## config.mk

```make
export PLATFORM = sky130hd
export DESIGN_NAME = timer_prescaler_top_fit
export DESIGN_NICKNAME = d
export VERILOG_FILES = /design/src/rtl/tps_pkg.sv /design/src/rtl/timer_prescaler_top_fit.sv /design/src/rtl/tps_front.sv /design/src/rtl/tps_div.sv /design/src/rtl/tps_back.sv
export SDC_FILE = /design/constraint.sdc
export NUM_CORES = 1
export LEC_CHECK = 0
export ABC_CLOCK_PERIOD_IN_PS = 10570
export BUFFER_PORTS_ARGS = -buffer_cell sky130_fd_sc_hd__buf_2
export CORE_AREA = 2 2 238 169
export DETAILED_ROUTE_END_ITERATION = 10
export DIE_AREA = 0 0 240 171
export HOLD_SLACK_MARGIN = 0.02
export PLACE_DENSITY = 0.77
export SYNTH_ARGS = -nofsm -noshare
export SYNTH_HDL_FRONTEND = slang
export SYNTH_SLANG_ARGS = --single-unit
```

## constraint.sdc

```tcl
create_clock -name aclk -period 10.57 [get_ports aclk]
set_input_delay 0.5285 -clock aclk [delete_from_list [all_inputs] [get_ports aclk]]
set_output_delay 0.5285 -clock aclk [all_outputs]
set_load 0.01 [all_outputs]
```

## src/rtl/tps_pkg.sv

```systemverilog
// Package for the timer prescaler and counter-top fit block.
// Holds shared types, reset constants and the prescaler divisor shift tables.
// No dependencies.
package tps_pkg;

    // Reset value of the timer input clock register in hertz.
    localparam logic [31:0] CLK_HZ_RESET = 32'd16000000;

    // Default upper bound on the counter top.
    localparam int TOP_LIMIT_DEFAULT = 65535;

    // Errors at or above this value never win.
    localparam logic [15:0] ERR_CEILING = 16'hFFFF;

    // First and last prescaler select codes that are tried.
    localparam logic [2:0] CODE_FIRST = 3'd1;
    localparam logic [2:0] CODE_LAST  = 3'd7;

    // Both divisor tables hold powers of two, so they are stored as shift amounts.
    localparam logic [3:0] SHIFT_TAB_A [8] = '{4'd0, 4'd0, 4'd3, 4'd6, 4'd8, 4'd10, 4'd0, 4'd0};
    localparam logic [3:0] SHIFT_TAB_B [8] = '{4'd0, 4'd0, 4'd3, 4'd5, 4'd6, 4'd7, 4'd8, 4'd10};

    // One queued transaction between the front and the back.
    typedef struct packed {
        logic [31:0] target;
        logic        table_sel;
        logic        zero_target;
    } tps_item_t;

    // Start request to the shared divider.
    typedef struct packed {
        logic        start;
        logic [31:0] rem_init;
        logic [31:0] dividend;
        logic [31:0] divisor;
        logic [5:0]  steps;
    } tps_div_req_t;

    // Status returned by the shared divider.
    typedef struct packed {
        logic        done;
        logic [31:0] quotient;
    } tps_div_rsp_t;

    // Shift amount of the divisor for a table and a select code.
    function automatic logic [3:0] tps_shift(input logic table_sel, input logic [2:0] code);
        logic [3:0] amount;
        if (table_sel) begin
            amount = SHIFT_TAB_B[code];
        end else begin
            amount = SHIFT_TAB_A[code];
        end
        return amount;
    endfunction

endpackage

```

## src/rtl/timer_prescaler_top_fit.sv

```systemverilog
// Top level of the timer prescaler and counter-top fit block.
// Depends on tps_pkg, tps_front, tps_back (which holds tps_div).
//
// Channel   Direction  Handshake          Payload
// s_        in         s_valid/s_ready    s_target_frequency[31:0], s_table_select
// m_        out        m_valid/m_ready    m_prescaler_index[2:0], m_top_value[15:0]
// cfg_      in         cfg_we             cfg_wdata[31:0] (timer clock in hertz)
//
// A zero target goes straight to the result; otherwise each of the seven codes is
// either skipped or tried with up to two divisions (16 and 32 divider steps), and
// the back part finishes one transaction before it takes the next. The single
// shared one-bit-per-cycle divider runs both divisions.
// Requests queue two deep while the back part works, and a finished result waits
// in the output register without blocking the queue.
// Reset is synchronous and active low; the clock register resets to 16 MHz.
module timer_prescaler_top_fit
    import tps_pkg::*;
#(
    parameter int TOP_LIMIT = TOP_LIMIT_DEFAULT
) (
    input  logic        aclk,
    input  logic        aresetn,
    input  logic        cfg_we,
    input  logic [31:0] cfg_wdata,
    input  logic        s_valid,
    output logic        s_ready,
    input  logic [31:0] s_target_frequency,
    input  logic        s_table_select,
    output logic        m_valid,
    input  logic        m_ready,
    output logic [2:0]  m_prescaler_index,
    output logic [15:0] m_top_value
);

    logic [31:0] clk_hz_reg;
    logic        q_valid;
    logic        q_pop;
    tps_item_t   q_item;

    // Timer clock configuration register.
    always_ff @(posedge aclk) begin
        if (!aresetn) begin
            clk_hz_reg <= CLK_HZ_RESET;
        end else if (cfg_we) begin
            clk_hz_reg <= cfg_wdata;
        end
    end

    tps_front u_front (
        .aclk               (aclk),
        .aresetn            (aresetn),
        .s_valid            (s_valid),
        .s_ready            (s_ready),
        .s_target_frequency (s_target_frequency),
        .s_table_select     (s_table_select),
        .q_valid            (q_valid),
        .q_item             (q_item),
        .q_pop              (q_pop)
    );

    tps_back #(
        .TOP_LIMIT (TOP_LIMIT)
    ) u_back (
        .aclk              (aclk),
        .aresetn           (aresetn),
        .clk_hz            (clk_hz_reg),
        .q_valid           (q_valid),
        .q_item            (q_item),
        .q_pop             (q_pop),
        .m_valid           (m_valid),
        .m_ready           (m_ready),
        .m_prescaler_index (m_prescaler_index),
        .m_top_value       (m_top_value)
    );

endmodule

```

## src/rtl/tps_front.sv

```systemverilog
// Front part: accepts request transactions, flags a zero target and queues them.
// Depends on tps_pkg. Two-entry queue toward the back part.
module tps_front
    import tps_pkg::*;
(
    input  logic        aclk,
    input  logic        aresetn,
    input  logic        s_valid,
    output logic        s_ready,
    input  logic [31:0] s_target_frequency,
    input  logic        s_table_select,
    output logic        q_valid,
    output tps_item_t   q_item,
    input  logic        q_pop
);

    tps_item_t  entry_reg [2];
    logic       wr_ptr_reg, wr_ptr_next;
    logic       rd_ptr_reg, rd_ptr_next;
    logic [1:0] count_reg, count_next;
    logic       push;
    tps_item_t  new_item;

    // Classify the incoming transaction.
    always_comb begin
        new_item.target      = s_target_frequency;
        new_item.table_sel   = s_table_select;
        new_item.zero_target = (s_target_frequency == 32'd0);
    end

    assign s_ready = (count_reg != 2'd2);
    assign push    = s_valid && s_ready;
    assign q_valid = (count_reg != 2'd0);
    assign q_item  = entry_reg[rd_ptr_reg];

    // Pointer and fill count update.
    always_comb begin
        wr_ptr_next = push ? ~wr_ptr_reg : wr_ptr_reg;
        rd_ptr_next = q_pop ? ~rd_ptr_reg : rd_ptr_reg;
        count_next  = count_reg + {1'b0, push} - {1'b0, q_pop};
    end

    always_ff @(posedge aclk) begin
        if (!aresetn) begin
            wr_ptr_reg <= 1'b0;
            rd_ptr_reg <= 1'b0;
            count_reg  <= 2'd0;
        end else begin
            wr_ptr_reg <= wr_ptr_next;
            rd_ptr_reg <= rd_ptr_next;
            count_reg  <= count_next;
        end
    end

    // Queue storage needs no reset.
    always_ff @(posedge aclk) begin
        if (push) begin
            entry_reg[wr_ptr_reg] <= new_item;
        end
    end

    // The back part never pops an empty queue.
    assert property (@(posedge aclk) disable iff (!aresetn) q_pop |-> q_valid)
        else $error("tps_front: pop from empty queue");
    // A full queue stays full when nothing is popped.
    assert property (@(posedge aclk) disable iff (!aresetn)
        (count_reg == 2'd2) && !q_pop |=> (count_reg == 2'd2))
        else $error("tps_front: queue lost an entry");
    // The count never exceeds the depth.
    assert property (@(posedge aclk) disable iff (!aresetn) count_reg != 2'd3)
        else $error("tps_front: queue overflow");

endmodule

```

## src/rtl/tps_div.sv

```systemverilog
// Shared restoring divider, one quotient bit per cycle.
// Depends on tps_pkg. Takes a starting remainder so a partial division can be run.
module tps_div
    import tps_pkg::*;
(
    input  logic         aclk,
    input  logic         aresetn,
    input  tps_div_req_t req,
    output tps_div_rsp_t rsp
);

    logic [31:0] rem_reg;
    logic [31:0] dq_reg;
    logic [31:0] divisor_reg;
    logic [31:0] quot_reg;
    logic [5:0]  cnt_reg;
    logic        busy_reg;
    logic        done_reg;
    logic [32:0] shifted;
    logic [32:0] trial;
    logic        ge;

    // One restoring step.
    always_comb begin
        shifted = {rem_reg, dq_reg[31]};
        ge      = (shifted >= {1'b0, divisor_reg});
        trial   = shifted - {1'b0, divisor_reg};
    end

    // Control: step counter and done pulse.
    always_ff @(posedge aclk) begin
        if (!aresetn) begin
            busy_reg <= 1'b0;
            done_reg <= 1'b0;
            cnt_reg  <= 6'd0;
        end else begin
            done_reg <= 1'b0;
            if (req.start) begin
                busy_reg <= 1'b1;
                cnt_reg  <= req.steps;
            end else if (busy_reg) begin
                cnt_reg <= cnt_reg - 6'd1;
                if (cnt_reg == 6'd1) begin
                    busy_reg <= 1'b0;
                    done_reg <= 1'b1;
                end
            end
        end
    end

    // Datapath registers.
    always_ff @(posedge aclk) begin
        if (req.start) begin
            rem_reg     <= req.rem_init;
            dq_reg      <= req.dividend;
            divisor_reg <= req.divisor;
            quot_reg    <= 32'd0;
        end else if (busy_reg) begin
            rem_reg  <= ge ? trial[31:0] : shifted[31:0];
            dq_reg   <= {dq_reg[30:0], 1'b0};
            quot_reg <= {quot_reg[30:0], ge};
        end
    end

    assign rsp.done     = done_reg;
    assign rsp.quotient = quot_reg;

    // A new division never starts while one is running.
    assert property (@(posedge aclk) disable iff (!aresetn) req.start |-> !busy_reg)
        else $error("tps_div: start while busy");
    // Done follows the last step.
    assert property (@(posedge aclk) disable iff (!aresetn)
        busy_reg && (cnt_reg == 6'd1) && !req.start |=> done_reg)
        else $error("tps_div: missing done");
    // Start requests a nonzero step count.
    assert property (@(posedge aclk) disable iff (!aresetn) req.start |-> (req.steps != 6'd0))
        else $error("tps_div: zero step count");

endmodule

```

## src/rtl/tps_back.sv

```systemverilog
// Back part: walks the prescaler codes, runs the shared divider and keeps the best fit.
// Depends on tps_pkg and tps_div. Holds the result register of the output channel.
module tps_back
    import tps_pkg::*;
#(
    parameter int TOP_LIMIT = TOP_LIMIT_DEFAULT
) (
    input  logic        aclk,
    input  logic        aresetn,
    input  logic [31:0] clk_hz,
    input  logic        q_valid,
    input  tps_item_t   q_item,
    output logic        q_pop,
    output logic        m_valid,
    input  logic        m_ready,
    output logic [2:0]  m_prescaler_index,
    output logic [15:0] m_top_value
);

    localparam logic [15:0] TopLim = 16'(TOP_LIMIT);

    typedef enum logic [4:0] {
        S_IDLE = 5'b00001,
        S_CAND = 5'b00010,
        S_TOP  = 5'b00100,
        S_ACT  = 5'b01000,
        S_FIN  = 5'b10000
    } tps_state_t;

    tps_state_t   state_reg, state_next;
    logic [31:0]  target_reg;
    logic         sel_reg;
    logic [2:0]   code_reg, code_next;
    logic [31:0]  presc_reg;
    logic [15:0]  top_reg;
    logic [15:0]  best_err_reg, best_err_next;
    logic [15:0]  win_top_reg, win_top_next;
    logic [2:0]   best_code_reg, best_code_next;
    logic         out_valid_reg;
    logic [2:0]   out_index_reg;
    logic [15:0]  out_top_reg;
    logic         out_load;
    logic [31:0]  presc;
    logic         fits;
    logic [15:0]  top_q;
    logic [31:0]  actual;
    logic [31:0]  err;
    tps_div_req_t div_req;
    tps_div_rsp_t div_rsp;

    tps_div u_div (
        .aclk    (aclk),
        .aresetn (aresetn),
        .req     (div_req),
        .rsp     (div_rsp)
    );

    // Candidate classification and error of the finished candidate.
    always_comb begin
        presc  = clk_hz >> tps_shift(sel_reg, code_reg);
        fits   = (target_reg <= presc) && ({16'd0, presc[31:16]} < target_reg);
        top_q  = div_rsp.quotient[15:0];
        actual = div_rsp.quotient;
        err    = (actual >= target_reg) ? (actual - target_reg) : (target_reg - actual);
    end

    // Sequencer.
    always_comb begin
        state_next     = state_reg;
        code_next      = code_reg;
        best_err_next  = best_err_reg;
        win_top_next   = win_top_reg;
        best_code_next = best_code_reg;
        q_pop          = 1'b0;
        out_load       = 1'b0;
        div_req        = '0;
        unique case (state_reg)
            S_IDLE: begin
                if (q_valid) begin
                    q_pop          = 1'b1;
                    code_next      = CODE_FIRST;
                    best_err_next  = ERR_CEILING;
                    win_top_next   = 16'd0;
                    best_code_next = 3'd0;
                    state_next     = q_item.zero_target ? S_FIN : S_CAND;
                end
            end
            S_CAND: begin
                if (fits) begin
                    // Top fits in 16 bits, so only the low 16 quotient bits remain.
                    div_req.start    = 1'b1;
                    div_req.rem_init = {16'd0, presc[31:16]};
                    div_req.dividend = {presc[15:0], 16'd0};
                    div_req.divisor  = target_reg;
                    div_req.steps    = 6'd16;
                    state_next       = S_TOP;
                end else if (code_reg == CODE_LAST) begin
                    state_next = S_FIN;
                end else begin
                    code_next = code_reg + 3'd1;
                end
            end
            S_TOP: begin
                if (div_rsp.done) begin
                    if (top_q > TopLim) begin
                        if (code_reg == CODE_LAST) begin
                            state_next = S_FIN;
                        end else begin
                            code_next  = code_reg + 3'd1;
                            state_next = S_CAND;
                        end
                    end else begin
                        div_req.start    = 1'b1;
                        div_req.rem_init = 32'd0;
                        div_req.dividend = presc_reg;
                        div_req.divisor  = {16'd0, top_q};
                        div_req.steps    = 6'd32;
                        state_next       = S_ACT;
                    end
                end
            end
            S_ACT: begin
                if (div_rsp.done) begin
                    if (err < {16'd0, best_err_reg}) begin
                        best_err_next  = err[15:0];
                        win_top_next   = top_reg;
                        best_code_next = code_reg;
                    end
                    if (code_reg == CODE_LAST) begin
                        state_next = S_FIN;
                    end else begin
                        code_next  = code_reg + 3'd1;
                        state_next = S_CAND;
                    end
                end
            end
            S_FIN: begin
                if (!out_valid_reg || m_ready) begin
                    out_load   = 1'b1;
                    state_next = S_IDLE;
                end
            end
            default: begin
                state_next = S_IDLE;
            end
        endcase
    end

    // Control registers.
    always_ff @(posedge aclk) begin
        if (!aresetn) begin
            state_reg     <= S_IDLE;
            out_valid_reg <= 1'b0;
        end else begin
            state_reg <= state_next;
            if (out_load) begin
                out_valid_reg <= 1'b1;
            end else if (m_ready) begin
                out_valid_reg <= 1'b0;
            end
        end
    end

    // Payload registers.
    always_ff @(posedge aclk) begin
        code_reg      <= code_next;
        best_err_reg  <= best_err_next;
        win_top_reg   <= win_top_next;
        best_code_reg <= best_code_next;
        if (q_pop) begin
            target_reg <= q_item.target;
            sel_reg    <= q_item.table_sel;
        end
        if (state_reg == S_CAND) begin
            presc_reg <= presc;
        end
        if ((state_reg == S_TOP) && div_rsp.done) begin
            top_reg <= top_q;
        end
        if (out_load) begin
            out_index_reg <= best_code_reg;
            out_top_reg   <= (best_code_reg != 3'd0) ? (win_top_reg - 16'd1) : 16'd0;
        end
    end

    assign m_valid           = out_valid_reg;
    assign m_prescaler_index = out_index_reg;
    assign m_top_value       = out_top_reg;

    // A result is loaded only when the output register is free.
    assert property (@(posedge aclk) disable iff (!aresetn)
        out_load |-> (!out_valid_reg || m_ready))
        else $error("tps_back: result overwritten");
    // A chosen code always carries an error below the ceiling.
    assert property (@(posedge aclk) disable iff (!aresetn)
        (state_reg == S_FIN) && (best_code_reg != 3'd0) |-> (best_err_reg < ERR_CEILING))
        else $error("tps_back: winner with error at ceiling");
    // Items are taken from the queue only between transactions.
    assert property (@(posedge aclk) disable iff (!aresetn) q_pop |-> (state_reg == S_IDLE))
        else $error("tps_back: pop while busy");

endmodule
```

==> flow_summary_export.csv <==
group,metric,value,unit
yosys,yosys.area.top_type,"edfxtp_1",
yosys,synth-seq-cells,385,
drt,totalWireLength,63.3,mm
power_and_ir_drop,p_per_area,272,mW/mm^2
min_path,hold_path.class,"input pin to flip-flop",
yosys,syn_nets,2487,
floorplan,initial_core_util,58.9,%
clock_network,cts_setup_buffers,0,
yosys,syn_avg_cell_area,10.2,um^2
sta,hold_violations,0,
drt,drtAntennaViolNets,0,
global_routing,track_usage,30.6,%
place,dp_hpwl,46.7,mm
sta,post-route-period-util,74.7,%
floorplan,dieArea,0.0410,mm^2
drt,drtIter0Drc,1963,
place,port_buffers,90,
yosys,synthTopCellsByArea,"edfxtp_1 39%, ha_1 9.0%, dfxtp_1 7.2%, mux2i_1 6.8%, nor2_1 3.3%",
clock_network,cts_hold_buf,0,
sta,worstMarginPinSlew,1.38,ns
power_and_ir_drop,power_leakage,10.4,nW
yosys,syn_inst,2248,
yosys,yosysSeqAreaShare,46.6,%
clock_network,htreeDepth,2,
floorplan,die_w,240,um
yosys,ys_types,88,
setup_path,end_kind,"flip-flop",
global_routing,grt_pass1_vias,16700,
floorplan,ios,91,
place,place_ws,3.00,ns
setup_path,crit_arrival,8.08,ns
setup_path,startpoint_type,"flip-flop",
clock_network,cts_tree,"yes",
sta,final.setup.tns,0,ns
cells_and_area,nFillCells,3152,
clock_network,numCtsBuffers,38,
yosys,synth_edf_count,302,
global_routing,grt-ovfl-total,0,
global_routing,grt_first_pass_wirelength,96.3,mm
floorplan,rows,61,
cells_and_area,largest_reg_flops,68,
place,gp_congestion,0.992,
setup_path,worstSetupPathType,"flip-flop to flip-flop",
yosys,synth_ff_type,"edfxtp_1",
job,maxCapViolCount,0,
yosys,yosys_warnings,0,
sta,fin_worst_skew,0.0385,ns
yosys,yosysTopAreaCellShare,39.4,%
outcome,status,"finished, final reports clean",
cells_and_area,final_nets,2542,
sta,setup_violations,0,
clock_network,cts_sinks,385,
yosys,ys_async_sr_fraction,0,%
clock_network,cts-resized-gates,0,
sta,rsz0062_at_grt,"no",
sta,clock.fmax,127,MHz
cells_and_area,syn2layout_area_growth,9.57,%
clock_network,cts_buffer_depth,3,
drt,drt-pass1-iter-count,8,
drt,routedWlPerCell,22.1,um
global_routing,grt_antenna_before_repair,2,
setup_path,path_max_fanout,35,
sta,maxSlewHeadroom,8.26,%
power_and_ir_drop,vdd_ir_drop_max,0.230,mV
clock_network,cts-root-buf,"clkbuf_16",
cells_and_area,multi_input_area,0.0112,mm^2
cells_and_area,drive_gt1_share,11.1,%
clock_network,clk_latency,0.58,ns
sta,fin_crit,7.89,ns
cells_and_area,final-seq-area,0.0107,mm^2
drt,vias,17800,
yosys,synthesis.area,0.0230,mm^2
drt,vias_per_cell,6.19,
sta,slew_viol_final,0,
sta,fin_ws,2.68,ns
setup_path,required,10.76,ns
floorplan,dieHeight,171,um
global_routing,grt_max_degree,53,
floorplan,core_area,0.0391,mm^2
clock_network,clkSlewWorstSetupHoldPaths,0.06,ns
drt,drc,0,
==> Yosys cell counts, drive strengths merged (52+ instances only) <==
| cell type | n |
|---|---|
| xnor2 | 52 |
| o21ai | 99 |
| a21oi | 144 |
| edfxtp | 302 |
| nand2 | 192 |
| inv | 178 |
| mux2i | 157 |
| dfxtp | 83 |
| nor2 | 201 |
| clkbuf | 56 |
| ha | 166 |
| a21o | 63 |
==> routing by layer <==
layer | track usage (%) | up-vias | share of wire, %
li1 | - | 8279 | -
met1 | 44.1 | 8553 | 44
met3 | 8.34 | 104 | 10
met4 | 7.99 | 2 | 2.4
met5 | 0 | - | 0.021
met2 | 45.5 | 827 | 43
==> power by group <==
group	switching (W)	internal (W)
Sequential	0.000261	0.00198
Combinational	0.00204	0.00118
Clock	0.000621	0.000788
==> final timing paths <==
path,start,endpoint,slack [ns],depth (start not counted)
setup / recovery,u_back.target_reg[25]$_DFFE_PP_,u_back.win_top_reg[0]$_SDFFCE_PN0P_,2.68,19
hold / removal,s_table_select,u_front.entry_reg[1][1]$_DFFE_PP_,0.14,1
setup reg to reg,u_back.target_reg[25]$_DFFE_PP_,u_back.win_top_reg[0]$_SDFFCE_PN0P_,2.68,19
hold reg to reg,u_back.best_code_reg[0]$_SDFFCE_PN0P_,u_back.m_prescaler_index[0]$_DFFE_PP_,0.46,0
==> logic make-up (layout without fill, tap and decap cells) <==
logic type,after synthesis,after routing,share of synthesized area [%]
AO/OA/AOI/OAI,496,496,14.2
XOR/XNOR,71,71,2.70
adder cells (fa/ha/maj),169,169,9.28
buffers and inverters,279,364,4.88
flip-flops,385,385,46.6
multiplexers,204,204,9.17
other,0,1,0
AND/OR/NAND/NOR,644,644,13.2
==> critical path, stage by stage (launching register included) <==
cell       delay [ns]
edfxtp_1         0.55
ha_1             0.51
a21oi_1          0.29
o21ai_0          0.32
a21oi_1          1.18
nand2_2          0.79
a211oi_1         0.47
a21oi_1          0.13
xor2_1           0.22
ha_1             0.34
a21o_1           0.17
a211oi_1         0.23
a31oi_1          0.13
a2111oi_0        0.54
o21a_1           0.26
o211ai_1         0.10
nor4_1           0.30
nand4_1          0.23
o31ai_4          0.25
buf_4            0.45
==> placed cells by master (no fill, tap or decap), drive strengths merged, types with 6 or more instances in the layout <==
master and instances:
edfxtp 302, nor2 201, nand2 192, inv 179, ha 166, mux2i 157
a21oi 144, buf 115, o21ai 99, dfxtp 83, a21o 63, xnor2 52
clkbuf 51, mux2 46, nand3 34, nor3 34, nand4 34, and2 25
nand2b 23, o211ai 21, nor2b 20, o22ai 20, nor4 20, o21bai 19
xor2 19, a221o 17, o21a 16, a211oi 16, clkinv 15, and3 14
a31oi 14, or3 14, o31ai 10, o2111ai 8, nor3b 8, a2111oi 7
a22o 6, or2 6
==> cell type report <==
type,count,share of cell area (%)
tap,535,2.65
multi-input combinational,1584,44.5
timing repair buffer,115,2.53
clock inverter,19,0.942
antenna,1,0.00992
inverter,179,2.66
sequential,385,42.5
clock buffer,51,4.17
==> metrics by stage <==
| step | power (W) | utilization (%) | instances | instance area, um^2 | hold WS (ns) |
|---|---|---|---|---|---|
| finish | 0.00687 | 64.6 | 2869 | 25200 | 0.143 |
| global route | 0.00724 | 64.6 | 2868 | 25200 | 0.133 |
| CTS | 0.00678 | 64.6 | 2868 | 25200 | 0.128 |
| detailed placement | 0.00537 | 61.3 | 2798 | 23900 | 0.441 |
| global placement | 0.00529 | 61.3 | 2798 | 23900 | 0.434 |
| floorplan | 0.00439 | - | 2248 | 23000 | 0.427 |
(Power assumes the default switching activity.)
